<file path="src/rtl/assert_macros.svh">
// Assertion helpers for the RTL.
`ifndef ASSERT_MACROS_SVH
`define ASSERT_MACROS_SVH

`ifndef SYNTH
`define ASSERT_AT(lbl, clk, rstn, prop) \
  lbl: assert property (@(posedge clk) disable iff (!rstn) (prop)) \
    else $error("assertion failed");
`define ASSERT_NEVER(lbl, clk, rstn, prop) \
  lbl: assert property (@(posedge clk) disable iff (!rstn) !(prop)) \
    else $error("forbidden condition seen");
`else
`define ASSERT_AT(lbl, clk, rstn, prop)
`define ASSERT_NEVER(lbl, clk, rstn, prop)
`endif

`endif

</file>
<file path="src/rtl/hns_pkg.sv">
package hns_pkg;

  localparam int unsigned QUEUE_DEPTH_DEF = 4;

  localparam logic [15:0] SPEED_RESET = 16'd2560;
  localparam logic [20:0] ONE_Q20     = 21'h100000;

  // dot <= -0.999 in Q2.28, integer form
  localparam logic signed [32:0] DOT_LIMIT   = -33'sd268167021;
  // len2 * 1e6 < 2^40
  localparam logic [43:0]        DEGEN_LIMIT = 44'd1099512;
  localparam logic [15:0]        Q_MAX       = 16'd16384;

  typedef enum logic [1:0] {
    OUTCOME_EASED      = 2'd0,
    OUTCOME_NO_SMOOTH  = 2'd1,
    OUTCOME_OPPOSITE   = 2'd2,
    OUTCOME_DEGENERATE = 2'd3
  } outcome_e;

  typedef struct packed {
    logic signed [15:0] tc;
    logic signed [15:0] ts;
    logic signed [22:0] ec;
    logic signed [22:0] es;
    outcome_e           outcome;
  } item_t;

  typedef struct packed {
    logic full;
    logic empty;
  } q_status_t;

  // round(x / 2^14), ties away from zero
  function automatic logic signed [22:0] round_q14(input logic signed [39:0] x);
    logic [39:0] mag;
    logic [39:0] r;
    logic [22:0] rs;
    mag = x[39] ? 40'(-x) : 40'(x);
    r   = (mag + 40'd8192) >> 14;
    rs  = r[22:0];
    return x[39] ? signed'(23'(-rs)) : signed'(rs);
  endfunction

endpackage

</file>
<file path="src/rtl/hns_queue.sv">
module hns_queue import hns_pkg::*; #(
  parameter int unsigned DEPTH = QUEUE_DEPTH_DEF
) (
  input  logic      clk_i,
  input  logic      rst_ni,
  input  logic      push_i,
  input  item_t     item_i,
  input  logic      pop_i,
  output item_t     item_o,
  output q_status_t status_o
);

  localparam int unsigned PTR_W = (DEPTH > 1) ? $clog2(DEPTH) : 1;
  localparam int unsigned CNT_W = $clog2(DEPTH + 1);
  localparam logic [PTR_W-1:0] LAST = PTR_W'(DEPTH - 1);

  item_t             mem_q [DEPTH];
  logic [PTR_W-1:0]  wr_q, rd_q;
  logic [CNT_W-1:0]  cnt_q;

  assign status_o.full  = (cnt_q == CNT_W'(DEPTH));
  assign status_o.empty = (cnt_q == '0);
  assign item_o         = mem_q[rd_q];

  always_ff @(posedge clk_i or negedge rst_ni) begin
    if (!rst_ni) begin
      wr_q  <= '0;
      rd_q  <= '0;
      cnt_q <= '0;
    end else begin
      if (push_i) begin
        wr_q <= (wr_q == LAST) ? '0 : wr_q + 1'b1;
      end
      if (pop_i) begin
        rd_q <= (rd_q == LAST) ? '0 : rd_q + 1'b1;
      end
      if (push_i && !pop_i) begin
        cnt_q <= cnt_q + 1'b1;
      end else if (pop_i && !push_i) begin
        cnt_q <= cnt_q - 1'b1;
      end
    end
  end

  always_ff @(posedge clk_i) begin
    if (push_i) begin
      mem_q[wr_q] <= item_i;
    end
  end

endmodule

</file>
<file path="config.mk">
export PLATFORM = sky130hd
export DESIGN_NAME = hns_queue
export DESIGN_NICKNAME = d
export VERILOG_FILES = /design/src/rtl/assert_macros.svh /design/src/rtl/hns_pkg.sv /design/src/rtl/hns_queue.sv
export SDC_FILE = /design/constraint.sdc
export NUM_CORES = 1
export LEC_CHECK = 0
export ABC_AREA = 1
export BUFFER_PORTS_ARGS = -buffer_cell sky130_fd_sc_hd__buf_2
export CORE_UTILIZATION = 52
export DETAILED_ROUTE_END_ITERATION = 8
export GPL_TIMING_DRIVEN = 0
export PLACE_DENSITY = 0.73
export SYNTH_ARGS = -nofsm -noshare
export SYNTH_HDL_FRONTEND = slang
export SYNTH_SLANG_ARGS = --single-unit
</file>
<file path="constraint.sdc">
create_clock -name clk_i -period 6.5 [get_ports clk_i]
set_input_delay 1.95 -clock clk_i [delete_from_list [all_inputs] [get_ports clk_i]]
set_output_delay 1.95 -clock clk_i [all_outputs]
set_load 0.01 [all_outputs]
</file>
==> parameters.txt <==
Parameter                              Value

Timing
  Min Tclk post-route ... 3.99 ns
  Period utilization ... 61.4%
  Peak clock frequency supported by timing ... 250 MHz
  Final hold violation count ... 0
  Unrepaired setup endpoints after global routing ... false
  Final-report setup violation count ... 0
  Setup TNS ... 0 ns
  Clock tree skew after final layout ... 0.0111 ns
  Final number of max-transition violations ... 0
  Relative slew slack ... 53.8%
  Transition time at the pin with the least slew margin ... 0.693 ns
  Least setup slack across all paths after layout ... 2.51 ns

Clock network
  Clock H-tree levels ... 2
  Number of buffers created by CTS ... 34
  Number of clock sinks seen by CTS ... 327
  Number of gates given a new drive strength after cts ... 0
  Root buffer cell ... clkbuf_16
  Number of buffers on the longest clock path ... 3
  Clock Latency Late Sink ... 0.50 ns
  Reg clk slew, reported paths ... 0.06 ns
  CTS Hold Bufs ... 0
  Setup repair bufs after CTS ... 0
  TritonCTS clock tree ... built

Route
  Post-detailed-route via-to-cell ratio ... 5.19
  Routed Wire Length ... 27700 µm
  Vias after detailed routing ... 7980
  Violation count after the first detailed-route iteration ... 573
  Remaining antenna violation count after routing ... 0
  Per-cell routed wire length ... 18.0 µm
  Number of DRC violations after detailed routing ... 0
  1st-pass router iterations ... 5

Placed design
  Placement-stage worst setup slack ... 3.05 ns
  Dpl cells ... 1478
  Final GP Congestion ... 0.741
  Quantity of I/O buffers inserted on ports ... 165
  Total half-perimeter wirelength after legalization and detailed placement ... 16500 µm

Yosys
  Post-Synthesis Cells ... 985
  Mean area per synthesized cell ... 13.3 µm²
  Sequential fraction of the synthesis area ... 74.7%
  Post-Syn Nets ... 1076
  Yosys reg bits ... 327
  Distinct cell type count after synthesis ... 18
  Post-synthesis cell area ... 13100 µm²
  Synthesis Warnings ... 0

Critical path
  Kind of cell adding the most delay to the critical path ... buffers and inverters
  Number of gates on the worst path with buffers counted ... 5
  Crit path max fanout ... 10
  Category of the critical setup timing path ... reg2out
  Bufs and invs on worst path ... 3
  Critical Path RT ... 4.55 ns
  Max stage delay on crit path ... 0.46 ns
  Worst Path Arrival ... 2.04 ns
  Slack of the worst reg-to-reg path ... 4.59 ns
  Worst reg2reg path depth ... 5
  Kind of launch point of the worst setup path ... register
  Worst path cell trace ... buf_4 -> clkbuf_1 -> o211ai_1 -> nand2_1 -> buf_2
  Slowest library cell on the worst path ... clkbuf_1
  CP endpoint kind ... output pin

Global route
  Global-route total usage across every layer ... 22.0%
  First-pass GRT wire length ... 42900 µm
  Maximum number of pins on one net before global-route repair ... 59
  Antenna violations before repair ... 8
  Met3 layer usage reported by global route ... 4.93%
  Met1 track demand over resource in global routing ... 27.5%
  Total overflow reported by the global router ... 0
  Most congested layer reported by global routing ... met2
  Via count of the first global-routing pass ... 8010
  Global routing met2 resource utilization ... 37.5%

Run status
  Outcome ... completed

Floorplan
  Io pins ... 166
  Placeable core region ... 24500 µm²
  Die height ... 161 µm
  Count of standard-cell rows ... 57
  Die Wd ... 161 µm
  Full die area ... 25800 µm²
  Starting utilization of the core area ... 53.4%

Layout
  Non-filler cells in the finished layout ... 1538
  Share of layout cells above drive strength 1 ... 22.1%
  Final cell utilization of the core ... 63.6%
  Area Overhead vs Synth ... 19.1%
  Number of nets in the finished design ... 1281
  Fill cell instance count of the final layout ... 1851

Worst hold path
  Hold Path Class ... reg2reg
  Number of cells on the worst hold path ... 2

Run
  # Max-Cap Violations ... 0

Pwr
  Peak supply drop ... 0.287 mV
  Tot Pwr ... 6.97 mW
  Ratio of total power to cell area ... 447 nW/µm²
  Total leakage power ... 6.40 nW
-- logic make-up after synthesis --
logic type | Yosys count | share of synthesized area [%]
compound gates | 164 | 9.32
xor+xnor | 1 | 0.0669
fa+ha+maj | 7 | 0.726
buf+inv | 225 | 7.68
flops | 327 | 74.7
simple gates | 261 | 7.53
-- state kept, by name, summed over array words and instances (netlist names) --
signal / flops
mem_q: 320
cnt_q: 3
rd_q: 2
wr_q: 2
-- cell usage in the layout (no fill, tap or decap), types with 4 or more instances in the layout --
cell type / n
buf_6: 15
nand2_1: 255
dfrtp_1: 7
inv_1: 167
clkbuf_16: 37
buf_2: 189
clkbuf_1: 13
o21ai_0: 4
buf_4: 5
buf_16: 4
inv_4: 4
ha_1: 6
edfxtp_1: 320
bufinv_16: 4
o211ai_1: 160
-- layer usage --
layer,vias to the layer above,wire length [µm]
met3,67,1870
met5,-,65
met4,10,843
met2,262,13800
li1,3846,-
met1,3795,11100
-- worst reg2reg max path: stages (launching register included) --
cell	delay [ns]
dfrtp_1	0.40
inv_1	0.10
ha_1	0.14
nand2_1	0.08
inv_4	0.51
buf_16	0.33
-- worst paths after layout --
check	start	end
setup / recovery	rd_q[1]	item_o[43]
hold / removal	cnt_q[2]	cnt_q[2]
setup reg to reg	wr_q[1]	mem_q[1][15]
hold reg to reg	cnt_q[2]	cnt_q[2]
max in group asynchronous	rst_ni	cnt_q[1]
min in group asynchronous	rst_ni	wr_q[1]
-- cell usage after synthesis --
| library cell | n | area share, % |
|---|---|---|
| edfxtp_1 | 320 | 73 |
| ha_1 | 6 | 0.57 |
| inv_1 | 171 | 4.9 |
| xnor2_1 | 1 | 0.067 |
| nor2_1 | 2 | 0.057 |
| dfrtp_1 | 7 | 1.3 |
| o21ai_0 | 4 | 0.15 |
| buf_2 | 24 | 0.92 |
| nand3_1 | 1 | 0.038 |
| buf_6 | 15 | 1.3 |
| buf_4 | 5 | 0.29 |
| o211ai_1 | 160 | 9.2 |
| clkbuf_1 | 8 | 0.23 |
| nor3_1 | 2 | 0.076 |
| fa_1 | 1 | 0.15 |
| inv_2 | 2 | 0.057 |
| nand4_1 | 1 | 0.048 |
| nand2_1 | 255 | 7.3 |
-- per-stage QoR --
step	hold slack, ns	instance area (µm²)
2_1_floorplan	0.463	13100
3_3_place_gp	0.496	14300
3_5_place_dp	0.532	14500
4_1_cts	0.545	15600
5_1_grt	0.562	15600
6_report	0.549	15600
-- power by group --
group / internal, mW / switching, mW / leakage, nW
Combinational: 0.762 / 1.46 / 2.82
Sequential: 2.70 / 0.0836 / 3.02
Clock: 1.21 / 0.754 / 0.558
-- cell type report --
cell class,count,area [µm²],area share (%)
clock buffer,44,972,6.23
inverter,173,659,4.23
tap,324,405,2.60
sequential,327,9780,62.7
timing repair buffer,169,936,6.00
clock inverter,13,171,1.10
buffer,52,357,2.29
multi-input combinational,433,2310,14.8
antenna,3,7.51,0.0481
Note: power is estimated with default switching activity, not from simulation.
