===== config.mk =====
export PLATFORM = sky130hd
export DESIGN_NAME = hns_front
export DESIGN_NICKNAME = d
export VERILOG_FILES = /design/src/rtl/assert_macros.svh /design/src/rtl/hns_pkg.sv /design/src/rtl/hns_front.sv
export SDC_FILE = /design/constraint.sdc
export NUM_CORES = 2
export LEC_CHECK = 0
export BUFFER_PORTS_ARGS = -buffer_cell sky130_fd_sc_hd__buf_2
export CAP_MARGIN = 0
export CORE_AREA = 2 2 350 352
export CTS_CLUSTER_DIAMETER = 80
export DETAILED_ROUTE_END_ITERATION = 10
export DIE_AREA = 0 0 352 354
export PLACE_DENSITY_LB_ADDON = 0.12
export SLEW_MARGIN = 20
export SYNTH_ARGS = -nofsm -noshare
export SYNTH_HDL_FRONTEND = slang
export SYNTH_SLANG_ARGS = --single-unit

===== constraint.sdc =====
create_clock -name clk_i -period 9.7 [get_ports clk_i]
set_clock_uncertainty 0.15 [all_clocks]
set_input_delay 0.97 -clock clk_i [delete_from_list [all_inputs] [get_ports clk_i]]
set_output_delay 0.97 -clock clk_i [all_outputs]
set_load 0.01 [all_outputs]

===== src/rtl/assert_macros.svh =====
// Assertion helpers for the RTL.
`ifndef ASSERT_MACROS_SVH
`define ASSERT_MACROS_SVH

`ifndef SYNTH
`define ASSERT_AT(lbl, clk, rstn, prop) \
  lbl: assert property (@(posedge clk) disable iff (!rstn) (prop)) \
    else $error("assertion failed");
`define ASSERT_NEVER(lbl, clk, rstn, prop) \
  lbl: assert property (@(posedge clk) disable iff (!rstn) !(prop)) \
    else $error("forbidden condition seen");
`else
`define ASSERT_AT(lbl, clk, rstn, prop)
`define ASSERT_NEVER(lbl, clk, rstn, prop)
`endif

`endif


===== src/rtl/hns_pkg.sv =====
package hns_pkg;

  localparam int unsigned QUEUE_DEPTH_DEF = 4;

  localparam logic [15:0] SPEED_RESET = 16'd2560;
  localparam logic [20:0] ONE_Q20     = 21'h100000;

  // dot <= -0.999 in Q2.28, integer form
  localparam logic signed [32:0] DOT_LIMIT   = -33'sd268167021;
  // len2 * 1e6 < 2^40
  localparam logic [43:0]        DEGEN_LIMIT = 44'd1099512;
  localparam logic [15:0]        Q_MAX       = 16'd16384;

  typedef enum logic [1:0] {
    OUTCOME_EASED      = 2'd0,
    OUTCOME_NO_SMOOTH  = 2'd1,
    OUTCOME_OPPOSITE   = 2'd2,
    OUTCOME_DEGENERATE = 2'd3
  } outcome_e;

  typedef struct packed {
    logic signed [15:0] tc;
    logic signed [15:0] ts;
    logic signed [22:0] ec;
    logic signed [22:0] es;
    outcome_e           outcome;
  } item_t;

  typedef struct packed {
    logic full;
    logic empty;
  } q_status_t;

  // round(x / 2^14), ties away from zero
  function automatic logic signed [22:0] round_q14(input logic signed [39:0] x);
    logic [39:0] mag;
    logic [39:0] r;
    logic [22:0] rs;
    mag = x[39] ? 40'(-x) : 40'(x);
    r   = (mag + 40'd8192) >> 14;
    rs  = r[22:0];
    return x[39] ? signed'(23'(-rs)) : signed'(rs);
  endfunction

endpackage


===== src/rtl/hns_front.sv =====
module hns_front import hns_pkg::*; (
  input  logic               clk_i,
  input  logic               rst_ni,
  input  logic [15:0]        speed_i,
  input  logic               in_valid_i,
  output logic               in_ready_o,
  input  logic signed [15:0] current_cos_i,
  input  logic signed [15:0] current_sin_i,
  input  logic signed [15:0] target_cos_i,
  input  logic signed [15:0] target_sin_i,
  input  logic [15:0]        frame_time_i,
  input  q_status_t          q_status_i,
  output logic               push_o,
  output item_t              item_o
);

  logic fe;
  logic f1_v_q, f2_v_q, f3_v_q;

  logic signed [15:0] f1_cc_q, f1_cs_q, f1_tc_q, f1_ts_q;
  logic [20:0]        f1_f_q;
  logic               f1_ns_q;

  logic signed [15:0] f2_cc_q, f2_cs_q, f2_tc_q, f2_ts_q;
  logic signed [32:0] f2_dot_q;
  logic signed [38:0] f2_pc_q, f2_ps_q;
  logic               f2_ns_q;

  item_t              f3_q;

  logic [31:0]        prod;
  logic [20:0]        f_d;
  logic signed [16:0] dc, ds;
  logic signed [38:0] pc_d, ps_d;
  logic signed [32:0] dot_d;
  item_t              f3_d;

  assign fe         = !f3_v_q || !q_status_i.full;
  assign in_ready_o = fe;
  assign push_o     = f3_v_q && !q_status_i.full;
  assign item_o     = f3_q;

  always_comb begin
    prod = 32'(speed_i) * 32'(frame_time_i);
    f_d  = (prod > 32'(ONE_Q20)) ? ONE_Q20 : prod[20:0];
  end

  always_comb begin
    dc    = 17'(f1_tc_q) - 17'(f1_cc_q);
    ds    = 17'(f1_ts_q) - 17'(f1_cs_q);
    pc_d  = 39'(dc) * 39'(signed'({1'b0, f1_f_q}));
    ps_d  = 39'(ds) * 39'(signed'({1'b0, f1_f_q}));
    dot_d = 33'(f1_cc_q) * 33'(f1_tc_q) + 33'(f1_cs_q) * 33'(f1_ts_q);
  end

  always_comb begin
    f3_d.tc = f2_tc_q;
    f3_d.ts = f2_ts_q;
    f3_d.ec = round_q14((40'(f2_cc_q) <<< 20) + 40'(f2_pc_q));
    f3_d.es = round_q14((40'(f2_cs_q) <<< 20) + 40'(f2_ps_q));
    if (f2_ns_q) begin
      f3_d.outcome = OUTCOME_NO_SMOOTH;
    end else if (f2_dot_q <= DOT_LIMIT) begin
      f3_d.outcome = OUTCOME_OPPOSITE;
    end else begin
      f3_d.outcome = OUTCOME_EASED;
    end
  end

  always_ff @(posedge clk_i or negedge rst_ni) begin
    if (!rst_ni) begin
      f1_v_q <= 1'b0;
      f2_v_q <= 1'b0;
      f3_v_q <= 1'b0;
    end else if (fe) begin
      f1_v_q <= in_valid_i;
      f2_v_q <= f1_v_q;
      f3_v_q <= f2_v_q;
    end
  end

  always_ff @(posedge clk_i) begin
    if (fe) begin
      f1_cc_q  <= current_cos_i;
      f1_cs_q  <= current_sin_i;
      f1_tc_q  <= target_cos_i;
      f1_ts_q  <= target_sin_i;
      f1_f_q   <= f_d;
      f1_ns_q  <= (speed_i == 16'd0) || (frame_time_i == 16'd0);
      f2_cc_q  <= f1_cc_q;
      f2_cs_q  <= f1_cs_q;
      f2_tc_q  <= f1_tc_q;
      f2_ts_q  <= f1_ts_q;
      f2_dot_q <= dot_d;
      f2_pc_q  <= pc_d;
      f2_ps_q  <= ps_d;
      f2_ns_q  <= f1_ns_q;
      f3_q     <= f3_d;
    end
  end

endmodule


==> results.md <==
- ~180 I/O pins were placed.
- In this run the worst path has a maximum fanout of 18.
- The maximum level of the CTS H-tree is 2.
- The cell seen most often among critical-path stages is sky130_fd_sc_hd__fa_1.
- The count of vias placed by the detailed router is 53750.
- The category of the worst setup path capture point is a flop.
- The core region area is approximately 120000 sq um.
- The initial antenna violation count is 9.
- The hold-critical path depth is 0.
- The library cell with the largest summed area after synthesis is sky130_fd_sc_hd__fa_1.
- The post-synthesis async set-or-reset flop share is 0.875%.
- The run finished with clean final reports.
- Setup violations remaining at the end of the flow were counted as 0.
- The critical path arrival is 9560 ps.
- In the global route stage, overall resource usage came out at a little under a third.
- The highest clock rate is 107 MHz.
- The post-place instance area is 75400 sq um.
- The filler cell count is 10199.
- The detailed router finished its first iteration with between 3000 and 4000 violations.
- The sequential-to-total area share from yosys stat is 14.3%.
- The most used flip-flop cell after synthesis is sky130_fd_sc_hd__edfxtp_1.
- The synthesized netlist occupies a cell area of 72000 sq um.
- The number of enable-type register cells in the synthesized netlist is 340.
- The initial cell density of the core is 59.5%.
- The minimum setup slack among reg-to-reg paths is 370 ps.
- The final routed DRC violation total is 0.
- At the end of routability-driven placement, the weighted congestion stood at between 0.9 and 1.
- Buffers inserted during clock tree synthesis total 45.
- Wires add up to 191 mm.
- The path class of the tightest hold or removal check is reg2reg.
- The worst hold path begins at f2_ts_q[6]$_DFFE_PP_.
- TritonCTS built the clock tree.
- The proportion of netlist area held by the largest area contributor is between 30 and 40%.
- In this run the core area contains 128 standard-cell rows.
- The endpoint identified for the worst register-to-register timing path is f2_dot_q[32]$_DFFE_PP_.
- The startpoint type of the worst setup path is a flop.
- The first-pass detailed-route iteration total is 6.
- The total area of multi-input combinational cells is 54300 sq um.
- The transition time of the tightest slew-check pin is 1150 ps.
- The fraction of the cycle the final worst path needs is 96.2%.
- Synthesis instantiated 113 different standard cells from the library.
- The data required time of the worst path is just under 10000 ps.
- The count of cells along the worst register-to-register path is 29.
- The sink count of the clock tree is 343.
- The via count of the first global-routing pass came to between 50000 and 60000.
- The die height is 354 um.
- Synthesis produced a netlist whose cell count is 7719.
- The storage element area is 10300 sq um.
- Global routing finished with a remaining overflow of 0.
- The library cell used as clock root buffer is sky130_fd_sc_hd__clkbuf_16.
- The clock transition at the register clock pins on the worst setup and hold paths after CTS is 60 ps.
- The placed wire-length estimate after detailed placement is 155 mm.
- The max-slew headroom at the worst pin is 22.2%.
- For this run, the post-layout net count is 9916.
- Max-cap violations in this run came to 0.
- The wire length per cell after detailed routing is ~20 um.
- Each instance of the synthesized netlist takes up on average 9.33 sq um.
- The worst hold endpoint is item_o[54]$_DFFE_PP_.
- The wire length of the first global-routing pass is 308 mm.
- The number of slew-limit violations in the final report is 0.
- In this run the remaining antenna-violating nets after routing total 0.
- For this run, the number of Yosys warnings is 0.
- The total of buffers placed on input and output ports is 181.
- The share of layout cells above drive strength 1 is 7.80%.
- After synthesis the netlist holds a flip-flop and latch count of 343.
- Entering global routing, the biggest net connects between 70 and 80 pins.
- The floorplan die area is approximately 120000 sq um.
- By area the synthesized netlist is led by sky130_fd_sc_hd__fa_1 38%, sky130_fd_sc_hd__edfxtp_1 14%, sky130_fd_sc_hd__ha_1 11%.
- When the netlist entered floorplanning its net count stood at 9799.
- For the worst-skew pair, the clock arrives at the later sink with an insertion delay of ~660 ps.
- For this run, the slowest stage of the critical path takes 990 ps.
- The routed design could run at a clock period as short as ~9300 ps.
- The utilization of the core after routing is 63.8%.
- The final instance area is 77200 sq um.
- No sink is reached through more buffers than the 3 on the longest clock path.
- The relative area change from synthesis to final layout is 7.22%.
- The floorplan step set the die width to 352 um.
- The count of final hold-check violations came to 0.
- The slowest library cell on the worst path is sky130_fd_sc_hd__edfxtp_1.
- The critical path is of the reg2reg type.
- The worst register-to-register path begins at f1_tc_q[9]$_DFFE_PP_.
- The routed via count divided by cell count is 5.66.
## kinds of logic (layout without fill, tap and decap cells)
| kind of cell | count (synthesis) | count (layout) | share of synthesized area (%) |
|---|---|---|---|
| AND/OR/NAND/NOR | 2362 | 2362 | 15.9 |
| multiplexers | 19 | 19 | 0.275 |
| other | 0 | 2 | 0 |
| flip-flops | 343 | 343 | 14.3 |
| XOR/XNOR | 281 | 281 | 3.47 |
| AO/OA/AOI/OAI | 707 | 707 | 6.96 |
| buffers and inverters | 2027 | 2180 | 10.6 |
| adder cells (fa/ha/maj) | 1980 | 1980 | 48.5 |
## per-layer routing
| metal | wire length [um] | vias to the layer above | global-route usage, % |
|---|---|---|---|
| met5 | 51 | - | 0 |
| met3 | 14400 | 413 | 4.80 |
| met2 | 90000 | 1996 | 51.5 |
| li1 | - | 24196 | - |
| met1 | 78200 | 27137 | 42.9 |
| met4 | 8060 | 8 | 11.9 |
## timing repair
action	4_1_cts	5_1_grt
setup endpoints to repair	2	29
buffers inserted	0	9
gates resized for setup	1	57
pin swaps	0	9
endpoints found under the hold margin	3	0
hold buffers	1	0
## registers in the layout, indices dropped and copies added, names as in the netlist
name / flops
f2_ts_q: 16
f1_f_q: 21
f2_ps_q: 39
f2_cs_q: 16
f1_cs_q: 16
f2_ns_q: 1
f1_cc_q: 16
f1_v_q: 1
f2_cc_q: 16
f1_ts_q: 16
item_o: 80
f3_v_q: 1
f2_tc_q: 16
f2_dot_q: 31
f1_tc_q: 16
f1_ns_q: 1
f2_v_q: 1
f2_pc_q: 39
## cells in the mapped netlist (10+ instances only)
| library cell | instances |
|---|---|
| sky130_fd_sc_hd__nand2_1 | 1040 |
| sky130_fd_sc_hd__nand4_1 | 36 |
| sky130_fd_sc_hd__nor3b_1 | 24 |
| sky130_fd_sc_hd__o211a_1 | 10 |
| sky130_fd_sc_hd__and3_1 | 30 |
| sky130_fd_sc_hd__o21a_1 | 30 |
| sky130_fd_sc_hd__o211ai_1 | 37 |
| sky130_fd_sc_hd__inv_1 | 1684 |
| sky130_fd_sc_hd__buf_1 | 13 |
| sky130_fd_sc_hd__edfxtp_1 | 340 |
| sky130_fd_sc_hd__and3b_1 | 12 |
| sky130_fd_sc_hd__o31ai_1 | 20 |
| sky130_fd_sc_hd__nand2b_1 | 35 |
| sky130_fd_sc_hd__nor3_1 | 88 |
| sky130_fd_sc_hd__o311ai_0 | 22 |
| sky130_fd_sc_hd__nand3b_1 | 14 |
| sky130_fd_sc_hd__o21bai_1 | 18 |
| sky130_fd_sc_hd__and4_1 | 14 |
| sky130_fd_sc_hd__mux2i_1 | 16 |
| sky130_fd_sc_hd__a21boi_0 | 17 |
| sky130_fd_sc_hd__a31oi_1 | 26 |
| sky130_fd_sc_hd__xnor2_1 | 209 |
| sky130_fd_sc_hd__o22ai_1 | 11 |
| sky130_fd_sc_hd__clkbuf_1 | 316 |
| sky130_fd_sc_hd__fa_1 | 1350 |
| sky130_fd_sc_hd__nor2b_1 | 103 |
| sky130_fd_sc_hd__and2_1 | 422 |
| sky130_fd_sc_hd__a21oi_1 | 161 |
| sky130_fd_sc_hd__a21o_1 | 54 |
| sky130_fd_sc_hd__or3_1 | 29 |
| sky130_fd_sc_hd__or2_2 | 35 |
| sky130_fd_sc_hd__xor2_1 | 68 |
| sky130_fd_sc_hd__a211o_1 | 13 |
| sky130_fd_sc_hd__o31a_1 | 10 |
| sky130_fd_sc_hd__nand3_1 | 107 |
| sky130_fd_sc_hd__buf_2 | 11 |
| sky130_fd_sc_hd__a211oi_1 | 30 |
| sky130_fd_sc_hd__nor2_1 | 286 |
| sky130_fd_sc_hd__ha_1 | 629 |
| sky130_fd_sc_hd__a311o_1 | 17 |
| sky130_fd_sc_hd__nor4_1 | 47 |
| sky130_fd_sc_hd__a311oi_1 | 26 |
| sky130_fd_sc_hd__o21ai_0 | 107 |
## critical path, delay by kind of cell (launching register included)
family / cells / cell delay (ps)
adder cells (fa/ha/maj): 9 / 4120
AND/OR/NAND/NOR: 1 / 190
flip-flops: 1 / 990
buffers and inverters: 6 / 500
AO/OA/AOI/OAI: 12 / 2940
XOR/XNOR: 1 / 150
## how the worst max path moves through the flow
stage	from	slack (ps)	cells past startpoint	to
2_1_floorplan	q_status_i[1]	130	2	f1_v_q$_DFFE_PN0P_
3_3_place_gp	f1_ts_q[0]$_DFFE_PP_	90	40	f2_ps_q[37]$_DFFE_PP_
3_5_place_dp	f1_ts_q[0]$_DFFE_PP_	2	40	f2_ps_q[37]$_DFFE_PP_
4_1_cts	f1_ts_q[0]$_DFFE_PP_	20	37	f2_ps_q[37]$_DFFE_PP_
5_1_grt	f1_tc_q[0]$_DFFE_PP_	-60	40	f2_pc_q[37]$_DFFE_PP_
6_report	f1_tc_q[9]$_DFFE_PP_	370	29	f2_dot_q[32]$_DFFE_PP_
## layout make-up
cell class                 count  area share [%]
inverter                    1684            8.19
tap                         1625            2.63
sequential                   343            13.3
antenna                        2         0.00648
multi-input combinational   5349            70.3
clock buffer                  49            1.48
clock inverter                34           0.532
timing repair buffer         413            3.52
## layout by cell type (no fill, tap or decap), types with 24 or more instances in the layout
cell type / synthesis / layout
sky130_fd_sc_hd__a311oi_1: 26 / 25
sky130_fd_sc_hd__nand2_1: 1040 / 1038
sky130_fd_sc_hd__o21a_1: 30 / 30
sky130_fd_sc_hd__or2_2: 35 / 35
sky130_fd_sc_hd__ha_1: 629 / 628
sky130_fd_sc_hd__and3_1: 30 / 30
sky130_fd_sc_hd__xor2_1: 68 / 68
sky130_fd_sc_hd__inv_1: 1684 / 1684
sky130_fd_sc_hd__xnor2_1: 209 / 203
sky130_fd_sc_hd__a21o_1: 54 / 54
sky130_fd_sc_hd__nand4_1: 36 / 36
sky130_fd_sc_hd__nor3_1: 88 / 88
sky130_fd_sc_hd__a21oi_1: 161 / 155
sky130_fd_sc_hd__o21ai_0: 107 / 97
sky130_fd_sc_hd__nand2b_1: 35 / 35
sky130_fd_sc_hd__and2_1: 422 / 422
sky130_fd_sc_hd__clkbuf_16: 0 / 45
sky130_fd_sc_hd__buf_4: 1 / 222
sky130_fd_sc_hd__nor2b_1: 103 / 103
sky130_fd_sc_hd__o211ai_1: 37 / 37
sky130_fd_sc_hd__nor2_1: 286 / 285
sky130_fd_sc_hd__nor3b_1: 24 / 24
sky130_fd_sc_hd__fa_1: 1350 / 1350
sky130_fd_sc_hd__nor4_1: 47 / 45
sky130_fd_sc_hd__nand3_1: 107 / 107
sky130_fd_sc_hd__edfxtp_1: 340 / 340
sky130_fd_sc_hd__buf_2: 11 / 181
sky130_fd_sc_hd__a211oi_1: 30 / 29
sky130_fd_sc_hd__a31oi_1: 26 / 26
sky130_fd_sc_hd__or3_1: 29 / 29
## metrics by stage
step | setup TNS (ps) | hold WS, ps | worst slack, ps | std cells
finish | 0 | 268 | 368 | 9499
global route | -101 | 271 | -63.7 | 9498
global placement | 0 | 251 | 91.0 | 9404
detailed placement | 0 | 255 | 2.34 | 9404
CTS | 0 | 268 | 22.9 | 9488
floorplan | 0 | 250 | 133 | 7719
Power is not shown: default switching activity piles up to over one toggle a cycle in this logic, so the estimate is an artifact.
